<file path="src/jas_pkg.sv">
// Types and constants for the JPEG APP1 signature scanner
`timescale 1ns / 1ps

package jas_pkg;

    localparam int SIG_LEN   = 14;
    localparam int WIN_DEPTH = 15;

    localparam logic [7:0] BYTE_MARK = 8'hFF;
    localparam logic [7:0] BYTE_SOI  = 8'hD8;
    localparam logic [7:0] BYTE_APP1 = 8'hE1;

    // "hdrgm:Version=" in file order
    localparam logic [7:0] SIG_BYTES [SIG_LEN] = '{
        8'h68, 8'h64, 8'h72, 8'h67, 8'h6D, 8'h3A, 8'h56,
        8'h65, 8'h72, 8'h73, 8'h69, 8'h6F, 8'h6E, 8'h3D
    };

    typedef enum logic [3:0] {
        PH_SOI0,
        PH_SOI1,
        PH_FF_FIRST,
        PH_MK_FIRST,
        PH_FF,
        PH_MK,
        PH_LEN_HI,
        PH_LEN_LO,
        PH_BODY,
        PH_DONE
    } phase_t;

    typedef enum logic [1:0] {
        ST_FOUND,
        ST_NO_SOI,
        ST_STOPPED,
        ST_NO_MATCH
    } status_t;

    // Control from the segment walker to the signature window
    typedef struct packed {
        logic clear;
        logic shift;
    } win_ctrl_t;

endpackage

</file>
<file path="src/jas_sig_window.sv">
// Sliding byte window over APP1 data with the signature compare
`timescale 1ns / 1ps

module jas_sig_window
(
    input  logic                clk,
    input  logic                rst_n,
    input  logic [7:0]          data_byte,
    input  jas_pkg::win_ctrl_t  ctrl,
    output logic                hit
);
    import jas_pkg::*;

    localparam int OFS_W = $clog2(WIN_DEPTH + 1);

    logic [7:0]       win_reg [WIN_DEPTH];
    logic [OFS_W-1:0] offset_reg;
    logic [OFS_W-1:0] offset_next;
    logic             full;
    logic             sig_eq;

    assign full = (offset_reg == OFS_W'(WIN_DEPTH));

    // Compare the older bytes of the window with the signature
    always_comb
    begin
        sig_eq = 1'b1;
        for (int i = 0; i < SIG_LEN; i++)
        begin
            if (win_reg[WIN_DEPTH - 1 - i] != SIG_BYTES[i])
            begin
                sig_eq = 1'b0;
            end
        end
    end

    assign hit = full && sig_eq;

    // Advance the fill count, clearing it on clear and saturating once the window is full
    always_comb
    begin
        offset_next = offset_reg;
        if (ctrl.clear)
        begin
            offset_next = '0;
        end
        else if (ctrl.shift && !full)
        begin
            offset_next = offset_reg + OFS_W'(1);
        end
    end

    always_ff @(posedge clk or negedge rst_n)
    begin
        if (!rst_n)
        begin
            offset_reg <= '0;
        end
        else
        begin
            offset_reg <= offset_next;
        end
    end

    // Shift the newest byte in at the front
    always_ff @(posedge clk)
    begin
        if (ctrl.shift)
        begin
            win_reg[0] <= data_byte;
            for (int k = 1; k < WIN_DEPTH; k++)
            begin
                win_reg[k] <= win_reg[k - 1];
            end
        end
    end

endmodule

</file>
<file path="src/jpeg_app1_signature_scanner.sv">
// Top level of the JPEG APP1 signature scanner
`timescale 1ns / 1ps

// Scans a JPEG file fed as one byte per item (tlast on the final byte) and
// returns a single verdict item when the final byte has been processed:
// found in bit 0 and the status code in bits 2:1 of m_tdata (0 found, 1 no
// JPEG start, 2 scan stopped, 3 ended without match). One byte is taken per
// clock cycle while the verdict output is not stalled. The final byte passes
// through the input register, then the segment walker and the 14-byte window
// compare load the verdict into the result register. The input side keeps
// accepting while a verdict waits to be taken, until the input register is
// also occupied. All scan state returns to its reset values after each
// verdict, so files may follow one another without a gap.
module jpeg_app1_signature_scanner
(
    input  logic       clk,
    input  logic       rst_n,
    input  logic       s_tvalid,
    output logic       s_tready,
    input  logic [7:0] s_tdata,   // [7:0] data_byte
    input  logic       s_tlast,   // last
    output logic       m_tvalid,
    input  logic       m_tready,
    output logic [7:0] m_tdata    // [0] found, [2:1] status, [7:3] zero
);
    import jas_pkg::*;

    // Input register
    logic       in_valid_reg;
    logic [7:0] in_byte_reg;
    logic       in_last_reg;

    // Scan state
    phase_t     phase_reg,   phase_next;
    status_t    stop_reg,    stop_next;
    logic [15:0] left_reg,   left_next;
    logic [7:0] lenhi_reg,   lenhi_next;
    logic       app1_reg,    app1_next;
    logic       open_reg,    open_next;

    // Result register
    logic       out_valid_reg;
    logic       found_reg;
    status_t    status_reg;
    status_t    status_next;

    logic       advance;
    logic       proc;
    logic       win_hit;
    win_ctrl_t  win_ctrl;
    logic       header_early;

    assign advance  = !out_valid_reg || m_tready;
    assign proc     = in_valid_reg && advance;
    assign s_tready = !in_valid_reg || advance;

    assign m_tvalid = out_valid_reg;
    assign m_tdata  = {5'b0, status_reg, found_reg};

    jas_sig_window u_window
    (
        .clk       (clk),
        .rst_n     (rst_n),
        .data_byte (in_byte_reg),
        .ctrl      (win_ctrl),
        .hit       (win_hit)
    );

    // Hold the accepted item until the walker takes it
    always_ff @(posedge clk or negedge rst_n)
    begin
        if (!rst_n)
        begin
            in_valid_reg <= 1'b0;
        end
        else if (s_tready)
        begin
            in_valid_reg <= s_tvalid;
        end
    end

    always_ff @(posedge clk)
    begin
        if (s_tready && s_tvalid)
        begin
            in_byte_reg <= s_tdata;
            in_last_reg <= s_tlast;
        end
    end

    assign header_early = phase_reg inside {PH_SOI0, PH_SOI1, PH_FF_FIRST, PH_MK_FIRST};

    // Walk the marker segments and form the verdict on the final byte
    always_comb
    begin
        phase_next  = phase_reg;
        stop_next   = stop_reg;
        left_next   = left_reg;
        lenhi_next  = lenhi_reg;
        app1_next   = app1_reg;
        open_next   = open_reg;
        win_ctrl    = '0;
        status_next = ST_NO_MATCH;

        if (proc)
        begin
            case (phase_reg)
                PH_SOI0:
                begin
                    if (in_byte_reg == BYTE_MARK)
                    begin
                        phase_next = PH_SOI1;
                    end
                    else
                    begin
                        phase_next = PH_DONE;
                        stop_next  = ST_NO_SOI;
                    end
                end
                PH_SOI1:
                begin
                    if (in_byte_reg == BYTE_SOI)
                    begin
                        phase_next = PH_FF_FIRST;
                    end
                    else
                    begin
                        phase_next = PH_DONE;
                        stop_next  = ST_NO_SOI;
                    end
                end
                PH_FF_FIRST, PH_FF:
                begin
                    if (in_byte_reg == BYTE_MARK)
                    begin
                        phase_next = (phase_reg == PH_FF_FIRST) ? PH_MK_FIRST : PH_MK;
                    end
                    else
                    begin
                        phase_next = PH_DONE;
                        stop_next  = ST_STOPPED;
                    end
                end
                PH_MK_FIRST, PH_MK:
                begin
                    app1_next  = (in_byte_reg == BYTE_APP1);
                    phase_next = PH_LEN_HI;
                end
                PH_LEN_HI:
                begin
                    lenhi_next = in_byte_reg;
                    phase_next = PH_LEN_LO;
                end
                PH_LEN_LO:
                begin
                    win_ctrl.clear = 1'b1;
                    if (lenhi_reg == 8'd0 && in_byte_reg < 8'd2)
                    begin
                        // Length below two: search APP1 to end of file, stop on any other marker
                        if (app1_reg)
                        begin
                            open_next  = 1'b1;
                            phase_next = PH_BODY;
                        end
                        else
                        begin
                            phase_next = PH_DONE;
                            stop_next  = ST_STOPPED;
                        end
                    end
                    else if (lenhi_reg == 8'd0 && in_byte_reg == 8'd2)
                    begin
                        phase_next = PH_FF;
                    end
                    else
                    begin
                        open_next  = 1'b0;
                        left_next  = {lenhi_reg, in_byte_reg} - 16'd2;
                        phase_next = PH_BODY;
                    end
                end
                PH_BODY:
                begin
                    if (app1_reg && win_hit)
                    begin
                        phase_next = PH_DONE;
                        stop_next  = ST_FOUND;
                    end
                    else
                    begin
                        win_ctrl.shift = app1_reg;
                        if (!open_reg)
                        begin
                            left_next = left_reg - 16'd1;
                            if (left_reg == 16'd1)
                            begin
                                phase_next = PH_FF;
                            end
                        end
                    end
                end
                PH_DONE:
                begin
                end
                default:
                begin
                    phase_next = PH_DONE;
                    stop_next  = ST_STOPPED;
                end
            endcase

            if (in_last_reg)
            begin
                // Verdict from the state left by this byte
                if (header_early)
                begin
                    status_next = ST_NO_SOI;
                end
                else if (phase_next == PH_DONE)
                begin
                    status_next = stop_next;
                end
                else if (phase_next == PH_BODY && open_next)
                begin
                    status_next = ST_STOPPED;
                end
                else
                begin
                    status_next = ST_NO_MATCH;
                end

                // Return to the reset state for the next file
                phase_next     = PH_SOI0;
                stop_next      = ST_FOUND;
                left_next      = '0;
                lenhi_next     = '0;
                app1_next      = 1'b0;
                open_next      = 1'b0;
                win_ctrl.clear = 1'b1;
                win_ctrl.shift = 1'b0;
            end
        end
    end

    // Scan state registers
    always_ff @(posedge clk or negedge rst_n)
    begin
        if (!rst_n)
        begin
            phase_reg <= PH_SOI0;
            stop_reg  <= ST_FOUND;
            left_reg  <= '0;
            lenhi_reg <= '0;
            app1_reg  <= 1'b0;
            open_reg  <= 1'b0;
        end
        else
        begin
            phase_reg <= phase_next;
            stop_reg  <= stop_next;
            left_reg  <= left_next;
            lenhi_reg <= lenhi_next;
            app1_reg  <= app1_next;
            open_reg  <= open_next;
        end
    end

    // Load the verdict, or drop it once taken
    always_ff @(posedge clk or negedge rst_n)
    begin
        if (!rst_n)
        begin
            out_valid_reg <= 1'b0;
        end
        else if (advance)
        begin
            out_valid_reg <= proc && in_last_reg;
        end
    end

    always_ff @(posedge clk)
    begin
        if (proc && in_last_reg)
        begin
            status_reg <= status_next;
            found_reg  <= (status_next == ST_FOUND);
        end
    end

endmodule

</file>
<file path="config.mk">
export PLATFORM = sky130hd
export DESIGN_NAME = jpeg_app1_signature_scanner
export DESIGN_NICKNAME = d
export VERILOG_FILES = /design/src/jas_pkg.sv /design/src/jas_sig_window.sv /design/src/jpeg_app1_signature_scanner.sv
export SDC_FILE = /design/constraint.sdc
export NUM_CORES = 1
export LEC_CHECK = 0
export BUFFER_PORTS_ARGS = -buffer_cell sky130_fd_sc_hd__buf_2
export CAP_MARGIN = 20
export CORE_ASPECT_RATIO = 2
export CORE_MARGIN = 2
export CORE_UTILIZATION = 40
export CTS_CLUSTER_DIAMETER = 80
export DETAILED_ROUTE_END_ITERATION = 16
export HOLD_SLACK_MARGIN = 0.06
export PLACE_DENSITY = 0.61
export SETUP_SLACK_MARGIN = 0.1
export SKIP_LAST_GASP = 1
export SYNTH_ARGS = -nofsm -noshare
export SYNTH_HDL_FRONTEND = slang
export SYNTH_SLANG_ARGS = --single-unit
</file>
<file path="constraint.sdc">
create_clock -name clk -period 12.5 [get_ports clk]
set_clock_uncertainty 0.1 [all_clocks]
set_input_delay 0.625 -clock clk [delete_from_list [all_inputs] [get_ports clk]]
set_output_delay 0.625 -clock clk [all_outputs]
set_load 0.01 [all_outputs]
</file>
After elaboration in Yosys (flattened, before gate mapping)
Memories as Yosys holds them, arrays and structs flattened. Index checks and enable logic that the tools add are counted.

Register bits: 50. Bits in writable memories: 120. Input port bits: 13. Output and inout bits: 10. Memories: 1.

Memory list: u_window.win_reg (depth 15, bits a word 8, rd ports 15, clocked after memory_dff 0, write ports 15, line jas_sig_window.sv:16) `logic [7:0] win_reg [WIN_DEPTH];`.

Add/sub/neg operators: 3. $lt $le $gt $ge: 1. Equality and inequality tests: 35. Mux-type cells: 65. Reduce and logical (&&, ||, !) cells: 28.

Operators by type and width (count): inequality test 8 x 7 -> 1 bit (second input constant) (12); two-way mux 16 bit (5); two-way mux 4 bit (12); one-hot mux 16 bit (2 select lines) (1); one-hot mux 4 bit (8 select lines) (1); two-way mux 1 bit (29); two-way mux 2 bit (13); == test 8 bit (second input constant) (3); == test 4 bit (second input constant) (5); == test 16 x 1 -> 1 bit (second input constant) (1); == test 4 x 3 -> 1 bit (second input constant) (4); two-way mux 8 bit (2); inequality test 8 x 6 -> 1 bit (second input constant) (2); subtractor 16 x 1 -> 16 bit (second input constant) (1); subtractor 16 x 2 -> 16 bit (second input constant) (1); inequality test 3 bit (second input constant) (4); one-hot mux 2 bit (6 select lines) (1); logical AND 1 bit (9); == test 4 x 2 -> 1 bit (second input constant) (2); == test 8 x 2 -> 1 bit (second input constant) (1); zero test 8 bit (1); < comparator 8 x 2 -> 1 bit (second input constant) (1); AND reduction 6 bit (1); nonzero test 2 bit (3); other kinds (12) (17).

Logic depth before layout (Yosys ltp)
Gate-level depths: netlist of the first run. An unclocked memory read counts as a cell.

Depth in word-level cells: 29. Gate-level depth with buffers: 9. Mapped depth without buffers: 9.

Hierarchy
From an unflattened synthesis of the first run, not the netlist that was laid out.

Cells, all modules: 508. Area, all modules: 7018.0 sq um.

Modules (own cells, without submodules): jas_sig_window (times used 1, cells an instance 181, area an instance 4149.0 sq um, seq. area each 3703.6 sq um); jpeg_app1_signature_scanner (times used 1, cells an instance 327, area an instance 2869.0 sq um, seq. area each 1211.2 sq um).

Worst setup path before layout of the first run
No wires, ideal clock.

Path kind: register -> register. Start: reg phase_reg[0]. End: reg u_window.offset_reg[3]. Data arrival time: 8.766 ns. Path slack: 3.557 ns. Stages on the path, launching flop included: 9. Path through: dfrtp_1 -> clkbuf_1 -> or4b_1 -> nor2_1 -> nand3_1 -> a21oi_1 -> nand2b_1 -> or3_1 -> a21oi_1.

RTL lines: start, declared (line jpeg_app1_signature_scanner.sv:34) `phase_t phase_reg, phase_next;`; start signal, assigned (line jpeg_app1_signature_scanner.sv:259) `phase_reg <= phase_next;`; end signal, assigned (line jas_sig_window.sv:61) `offset_reg <= offset_next;`; end, declared (line jas_sig_window.sv:17) `logic [OFS_W-1:0] offset_reg;`.

==> results of run 1 <==
## final timing paths
kind	endpoint	cells after the start
worst max-delay path	u_window.offset_reg[3]	9
worst min-delay path	stop_reg[1]	1
worst max register to register	u_window.offset_reg[3]	9
worst min register to register	u_window.win_reg[0][10]	0
max in group asynchronous	app1_reg	1
min in group clk	in_byte_reg[0]	1
## layout make-up
| cell class | instances | area share |
|---|---|---|
| sequential | 170 | 0.613 |
| multi-input combinational | 313 | 0.257 |
| clock buffer | 17 | 0.0531 |
| tap | 213 | 0.0333 |
| clock inverter | 13 | 0.0228 |
| timing repair buffer | 22 | 0.0153 |
| inverter | 10 | 0.00469 |
## critical path, delay by kind of cell (launching register included)
| family | cells | cell delay (ns) |
|---|---|---|
| AO/OA/AOI/OAI | 2 | 0.28 |
| buffers and inverters | 2 | 1.27 |
| flip-flops | 1 | 0.58 |
| AND/OR/NAND/NOR | 5 | 1.89 |
## where the power goes
part	internal [mW]	switching [mW]
Sequential	0.624	0.0327
Clock	0.319	0.229
Combinational	0.0767	0.138
Total	1.02	0.400
## layout by cell type (no fill, tap or decap), drive strengths merged, types with 5 or more instances in the layout
master / instances
clkbuf: 17
o31ai: 15
xor2: 5
nor3: 17
o21ai: 28
dfrtp: 38
or3: 8
nor4: 8
inv: 16
a21oi: 32
and4b: 9
nor2: 41
a22o: 11
nand4: 9
buf: 22
or4: 6
nand2: 19
nand3: 7
nand2b: 6
edfxtp: 132
conb: 5
nor4bb: 16
nor4b: 6
a31oi: 11
xnor2: 9
## cells by family after synthesis
kind of cell             after synthesis
AND/OR/NAND/NOR                      166
flip-flops                           170
XOR/XNOR                              14
adder cells (fa/ha/maj)                4
other                                  1
buffers and inverters                 38
multiplexers                           3
AO/OA/AOI/OAI                        121
## synthesized netlist by cell type (4+ instances only)
| cell | n | area [µm²] |
|---|---|---|
| a21oi_1 | 32 | 160 |
| a22o_1 | 11 | 96.3 |
| a31oi_1 | 11 | 68.8 |
| and3_1 | 4 | 25.0 |
| and4b_1 | 9 | 90.1 |
| buf_2 | 4 | 20.0 |
| buf_4 | 7 | 52.6 |
| clkbuf_1 | 16 | 60.1 |
| dfrtp_1 | 38 | 951 |
| edfxtp_1 | 132 | 3960 |
| ha_1 | 4 | 50.1 |
| inv_1 | 10 | 37.5 |
| nand2_1 | 19 | 71.3 |
| nand2b_1 | 5 | 31.3 |
| nand3_1 | 7 | 35.0 |
| nand4_1 | 9 | 56.3 |
| nor2_1 | 41 | 154 |
| nor3_1 | 16 | 80.1 |
| nor4_1 | 7 | 43.8 |
| nor4b_1 | 6 | 52.6 |
| nor4bb_1 | 16 | 160 |
| o21ai_0 | 25 | 125 |
| o22ai_1 | 4 | 25.0 |
| o31ai_1 | 13 | 97.6 |
| or3_1 | 7 | 43.8 |
| xnor2_1 | 9 | 78.8 |
| xor2_1 | 5 | 43.8 |
## metal layers
metal  track usage  share of wire  up-vias
li1              -              -     2047
met1         0.202           0.44     2153
met2         0.245           0.51      119
met3        0.0279          0.036       15
met4        0.0537          0.011        0
met5             0              0        -
## metrics by stage
| step | worst slack, ns | instances | hold slack [ns] | cell area [µm²] |
|---|---|---|---|---|
| after global routing | 7.90 | 758 | 0.265 | 8010 |
| after detailed placement | 8.25 | 727 | 0.307 | 7400 |
| final | 8.27 | 758 | 0.217 | 8010 |
| after CTS | 8.22 | 757 | 0.262 | 8000 |
| after global placement | 8.36 | 727 | 0.302 | 7400 |
| after floorplan | 3.56 | 521 | 0.229 | 7150 |
==> impl_results.md, run 1 <==
- Status: completed
- Post-CTS setup buffer count: 0
- RSZ-0062 raised after global routing: false
- Row count: 69
- Power density cells: 177 nW/µm²
- Area occupied by multi-input gates: 2060 µm²
- Worst EP arrival: 4.47 ns
- Layout cells sized above 1: 0.125
- # fillers: 1578
- Final-report hold violation count: 0
- Largest family of logic cells by synthesized area: simple AND/OR/NAND/NOR gates
- Crit path top cell by count: buf_4
- Clk root buf: clkbuf_16
- Synth cell types: 60
- Worst-path fanout max: 84
- Die Height: 193 µm
- Max_slew headroom: 0.335
- Worst-margin pin slew: 0.998 ns
- Router iterations before antenna repair: 5
- Initial Utilization: 0.405
- Final Power: 1.42 mW
- CP required: 12.74 ns
- Fmax: 236 MHz
- IO Port Bufs: 17
- Top_reg_cell synth: edfxtp_1
- Hold Crit Class: in -> async
- Post-Synth Adder-Cell Area: 0.00702
- Cells after Synth: 517
- Leak Pwr: 2.82 nW
- Post-synthesis sequential area ratio: 0.689
- Final Wtd Congestion: 0.818
- CTS resizes: 0
- Worst VDD drop: 0.0927 mV
- Reg2reg setup slack: 8.27 ns
- Clk slew on worst S/H paths: 0.07 ns
- DR WL/cell: 18.4 µm
- Final Max Slew Viols: 0
- Async S/R FF share, synth: 0.224
- Width of the die: 98.4 µm
- GRT Residual Overflow: 0
- First-pass GRT wire length: 22400 µm
- Cell Area, Synth: 7130 µm²
- Post-synthesis mux area share: 0.00421
- CTS Hold Bufs: 0
- Synth Register Bits: 170
- Routed vias/inst: 5.72
- Slowest Stage Delay on Critical Path: 0.85 ns
- Simple-gate share of the synthesized area: 0.144
- Final HPWL DP: 9270 µm
- Htree depth: 4
- Synth Area in XOR/XNOR: 0.0172
- Max Cap Viol: 0
- GR Util All Layers: 0.150
- Ant diodes: 0
- Reg2Reg Launch Point: phase_reg[0]
- Setup crit end kind: flop
- CTS tree: built
- Final ANT Viol Nets: 0
- Max FFs per register: 120
- Avg Cell Area, Syn: 13.8 µm²
- Layout area overhead: 12.3%
- Drt total wl: 13900 µm
- Longest Clk Path Bufs: 2
- Fin Setup TNS: 0 ns
- Final Core Density: 0.455
- Worst setup path start: phase_reg[0]
- Largest net degree at the start of global routing: 85
- Final cycle utilization of the critical path: 0.339
- Residual DRC count: 0
- Synth Area in Compound Gates: 0.112
- Initial DRC count: 302
- Vias in the first global route: 4203
- Slowest cell on the critical path: buf_4
- CTS buffer count: 17
- TritonCTS Sinks: 170
- Clock Latency Late Sink: 0.42 ns
- Startpoint Class: flop
- Die ar.: 19000 µm²
- Core box area: 17600 µm²
- CP cell instances: or4b_1 -> nor2_1 -> nand3_1 -> a21oi_4 -> buf_4 -> buf_4 -> nand2b_1 -> or3_1 -> a21oi_1
- # IOs: 23
- Vias: 4334
- Critical path class: reg -> reg
- Post-synth EDFFs: 132
- Nets: 551
- Register area: 4910 µm²
- Antenna violations before repair: 0
- Final setup vio count: 0
- Fin crit period: 4.23 ns
- Yosys warnings: 0
Note: power is estimated with default switching activity, not from simulation.
==> run 2: changes to the inputs <==
Clock period 12.5 ns to 3.9 ns, I/O delays scaled along.
==> run 2 against run 1 <==
  * First-iteration DRC count up 7.6%
  * Cell area up 2.2%
  * Clock-buffer cell count unchanged
  * Largest cell class unchanged
  * Critical endpoint is now left_reg[10]
==> impl_results.md, run 2 (synthesis results as in run 1) <==
- Status: completed
- CTS buffer count: 17
- Final Max Slew Viols: 0
- Met2 Resource Use GR: 0.252
- Fin crit period: 3.05 ns
- Ant diodes: 0
- Htree depth: 4
- Residual DRC count: 0
- Crit path top cell by count: or4_4
- Row count: 69
- Longest Clk Path Bufs: 2
- Width of the die: 98.4 µm
- Clk root buf: clkbuf_16
- Max Cap Viol: 0
- Final cycle utilization of the critical path: 0.782
- Largest net degree at the start of global routing: 72
- Drt total wl: 14300 µm
- Clk slew on worst S/H paths: 0.07 ns
- Met3 Usage GRT: 0.0272
- IO Port Bufs: 17
- Fin Setup TNS: 0 ns
- Slowest Stage Delay on Critical Path: 0.57 ns
- Initial DRC count: 325
- Final ANT Viol Nets: 0
- Hold Crit Class: reg -> reg
- Slowest cell on the critical path: o31ai_2
- # fillers: 1584
- Final non-filler cell total: 775
- Nets: 567
- Core box area: 17600 µm²
- Commonest non-fill, non-tap cell in the layout: edfxtp_1
- Leak Pwr: 2.88 nW
- Final Power: 4.55 mW
- Worst-path fanout max: 14
- Worst VDD drop: 0.421 mV
- Top Usage Layer GRT: met2
- Final Cell Area: 8190 µm²
- First-pass GRT wire length: 22900 µm
- Antenna violations before repair: 0
- Critical path class: reg -> reg
- Worst hold slack: 0.318 ns
- CP required: 4.08 ns
- Startpoint Class: flop
- Final-report hold violation count: 0
- Setup crit end kind: flop
- TritonCTS Sinks: 170
- Routed vias/inst: 5.71
- Final setup vio count: 0
- Worst EP arrival: 3.23 ns
- DR WL/cell: 18.5 µm
- # IOs: 23
- CTS tree: built
- Vias in the first global route: 4241
- Worst R2R Path Depth: 5
- Power density cells: 555 nW/µm²
- RSZ-0062 raised after global routing: false
- Die Height: 193 µm
- Fmax: 328 MHz
- Final Wtd Congestion: 0.836
- Clock Latency Late Sink: 0.42 ns
- Most frequent cells in the layout: edfxtp_1 (132), nor2_1 (40), dfrtp_1 (38)
- Die ar.: 19000 µm²
- Hold depth: 0
- GR Layer Usage met1: 0.212
- GRT Residual Overflow: 0
- GR Util All Layers: 0.156
- Max FFs per register: 120
- Router iterations before antenna repair: 4
- Vias: 4423
- Final HPWL DP: 9640 µm
- Initial Utilization: 0.405
- Area after DPL: 7450 µm²
- Layout area overhead: 14.9%
- Layout cells sized above 1: 0.133
- CP cell instances: or4_4 -> or4_4 -> o31ai_2 -> or3_1 -> o21ai_0
- Placed insts: 731
- Worst-margin pin slew: 0.922 ns
- Max_slew headroom: 0.385
- CTS resizes: 0
==> run 2: cell count changes in the layout (fill, tap and decap cells not counted), moves of 2 or more <==
cell           previous run  this run
clkinv_4                  4         1
clkinvlp_4                0         3
dlygate4sd3_1             0        13
buf_4                     5         7
inv_8                     2         5
inv_6                     4         2
==> run 2: timing repair <==
| item | 4_1_cts | 5_1_grt |
|---|---|---|
| buffers inserted | 0 | 0 |
| hold endpoints to repair | 49 | 0 |
| hold buffers | 13 | 0 |
| setup endpoints to repair | 0 | 0 |
==> run 2: routing by layer <==
metal	wire length (µm)	vias up	part of all wire
met1	6300	2217	0.44
met2	7290	98	0.51
met4	247	0	0.017
met5	0	-	0
met3	479	17	0.033
li1	-	2091	-
==> run 2: worst max-delay path: cells and delay by family (launching register included) <==
kind	cells	cell delay, ns
simple gates	3	1.52
compound gates	2	0.75
flops	1	0.53
==> run 2: layout make-up <==
type	count	area, µm²	share of cell area
multi-input cells	313	2080	0.254
repair buffers	38	288	0.0351
inverters	10	37.5	0.00458
clock buffers	17	425	0.0519
flip-flops and latches	170	4910	0.600
well taps	213	267	0.0325
clock inverters	14	181	0.0221
==> run 2: path summary, 6_finish.rpt <==
kind	start	end	slack (ns)
worst min-delay path	u_window.win_reg[0][6]	u_window.win_reg[0][14]	0.32
max in group asynchronous	rst_n	in_valid_reg	2.77
min in group asynchronous	rst_n	stop_reg[0]	0.35
worst max register to register	in_byte_reg[4]	left_reg[10]	0.85
worst max-delay path	in_byte_reg[4]	left_reg[10]	0.85
worst min register to register	u_window.win_reg[0][6]	u_window.win_reg[0][14]	0.32
==> run 2: where the power goes <==
| part | leakage [nW] | internal (mW) | switching, mW | total, mW |
|---|---|---|---|---|
| Combinational | 0.885 | 0.259 | 0.448 | 0.707 |
| Sequential | 1.71 | 2.00 | 0.106 | 2.11 |
| Clock | 0.289 | 0.972 | 0.758 | 1.73 |
| Total | 2.88 | 3.23 | 1.31 | 4.55 |
==> run 2: through the flow <==
step	setup WS, ns	utilization
3_5_place_dp	0.869	0.423
3_3_place_gp	0.929	0.423
2_1_floorplan	-0.438	-
4_1_cts	0.840	0.465
5_1_grt	0.640	0.465
6_report	0.851	0.465
==> run 3: changes to the inputs <==
Settings changed: PLACE_DENSITY 0.61 to 0.63.
Clock period 3.9 ns to 2.65 ns, I/O delays scaled along.
==> run 3 against run 2 <==
  * The run now ends with setup timing left
  * Fmax grew 13%
  * Cell area grew 11%
  * Clock power is 37% higher
==> impl_results.md, run 3 (synthesis results as in run 1) <==
- GR Util All Layers: 0.167
- Final ANT Viol Nets: 0
- Htree depth: 4
- Final cycle utilization of the critical path: 1.01
- Hold Crit Class: in -> async
- CP required: 2.71 ns
- Clock Latency Late Sink: 0.43 ns
- Setup crit end kind: flop
- Residual DRC count: 0
- Layout cells sized above 1: 0.291
- Power density cells: 765 nW/µm²
- Router iterations before antenna repair: 5
- TritonCTS Sinks: 170
- Setup ws final: -0.0371 ns
- Ant diodes: 0
- Max_slew headroom: 0.393
- GRT Residual Overflow: 0
- Die ar.: 19000 µm²
- Critical path class: reg -> reg
- Pre-CTS setup slack: -0.249 ns
- Worst VDD drop: 0.440 mV
- Initial Utilization: 0.405
- Worst-path fanout max: 3
- RSZ-0062 raised after global routing: true
- Final Power: 6.97 mW
- Longest Clk Path Bufs: 2
- Core box area: 17600 µm²
- Area occupied by multi-input gates: 2350 µm²
- Initial DRC count: 300
- Layout area overhead: 27.8%
- Startpoint Class: flop
- Commonest non-fill, non-tap cell in the layout: edfxtp_1
- Largest net degree at the start of global routing: 39
- Clk slew on worst S/H paths: 0.07 ns
- Max Cap Viol: 0
- Width of the die: 98.4 µm
- Final Max Slew Viols: 0
- Row count: 69
- Clk root buf: clkbuf_16
- Nets: 644
- Register area: 4910 µm²
- Fin Setup TNS: -0.0944 ns
- Final HPWL DP: 10300 µm
- Die Height: 193 µm
- Worst-margin pin slew: 0.910 ns
- CTS buffer count: 17
- Vias: 4741
- First-pass GRT wire length: 24900 µm
- Final-report hold violation count: 0
- Antenna violations before repair: 0
- Routed vias/inst: 5.56
- Vias in the first global route: 4721
- Worst hold slack: 0.282 ns
- Failing checks: setup timing
- CTS tree: built
- Leak Pwr: 3.35 nW
- Final setup vio count: 3
- Final Wtd Congestion: 0.922
- IO Port Bufs: 17
- Fin crit period: 2.69 ns
- Worst EP arrival: 2.75 ns
- Drt total wl: 15600 µm
- Status: complete, but fails checks
- DR WL/cell: 18.3 µm
- Max FFs per register: 120
- # fillers: 1469
- Worst R2R Path Depth: 8
- # IOs: 23
- Most frequent cells in the layout: edfxtp_1 (132), buf_4 (71), nor2_1 (40)
- Fmax: 372 MHz
[run 3: final timing paths]
kind                                        start                endpoint  slack [ns]
setup / recovery                     lenhi_reg[3]               found_reg       -0.04
hold / removal                              rst_n             stop_reg[1]        0.28
setup reg to reg                     lenhi_reg[3]               found_reg       -0.04
hold reg to reg            u_window.win_reg[0][1]  u_window.win_reg[0][9]        0.32
max in group asynchronous                   rst_n            lenhi_reg[5]        1.61
min in group clk                       s_tdata[3]          in_byte_reg[3]        0.31
[run 3: final cells by class]
| cell class | count | area share |
|---|---|---|
| clock buffers | 17 | 0.0467 |
| well taps | 213 | 0.0292 |
| multi-input cells | 313 | 0.258 |
| repair buffers | 115 | 0.106 |
| flip-flops and latches | 170 | 0.539 |
| inverters | 10 | 0.00412 |
| clock inverters | 15 | 0.0169 |
[run 3: repair_timing]
action | in CTS | in global routing
cloned | 1 | 0
pin swaps | 9 | 19
gates resized for setup | 17 | 46
setup endpoints to repair | 22 | 23
buffers inserted | 9 | 7
hold buffers | 13 | 0
endpoints found under the hold margin | 49 | 0
[run 3: where the power goes]
group	switching, mW	internal [mW]
sequential	0.0854	2.95
clock	1.12	1.25
combinational	0.929	0.637
total	2.13	4.83
[run 3: worst max-delay path, cell delays in order (launching register included)]
cell       delay [ns]
dfrtp_1          0.38
or4_1            0.54
or4_4            0.45
nor4_4           0.28
o21a_1           0.21
o221ai_4         0.13
o2111ai_1        0.15
buf_4            0.16
nor4_2           0.04
[run 3: per-stage QoR]
step,instances,utilization,area [µm²]
3_5_place_dp,791,0.451,7940
2_1_floorplan,521,-,7180
4_1_cts,846,0.503,8850
6_report,853,0.517,9110
3_3_place_gp,791,0.451,7940
5_1_grt,853,0.517,9110
[run 3: metal layers]
layer	wire, µm	global-route usage
met2	8040	0.272
met3	592	0.0333
met5	0	0
met4	169	0.0506
met1	6810	0.226
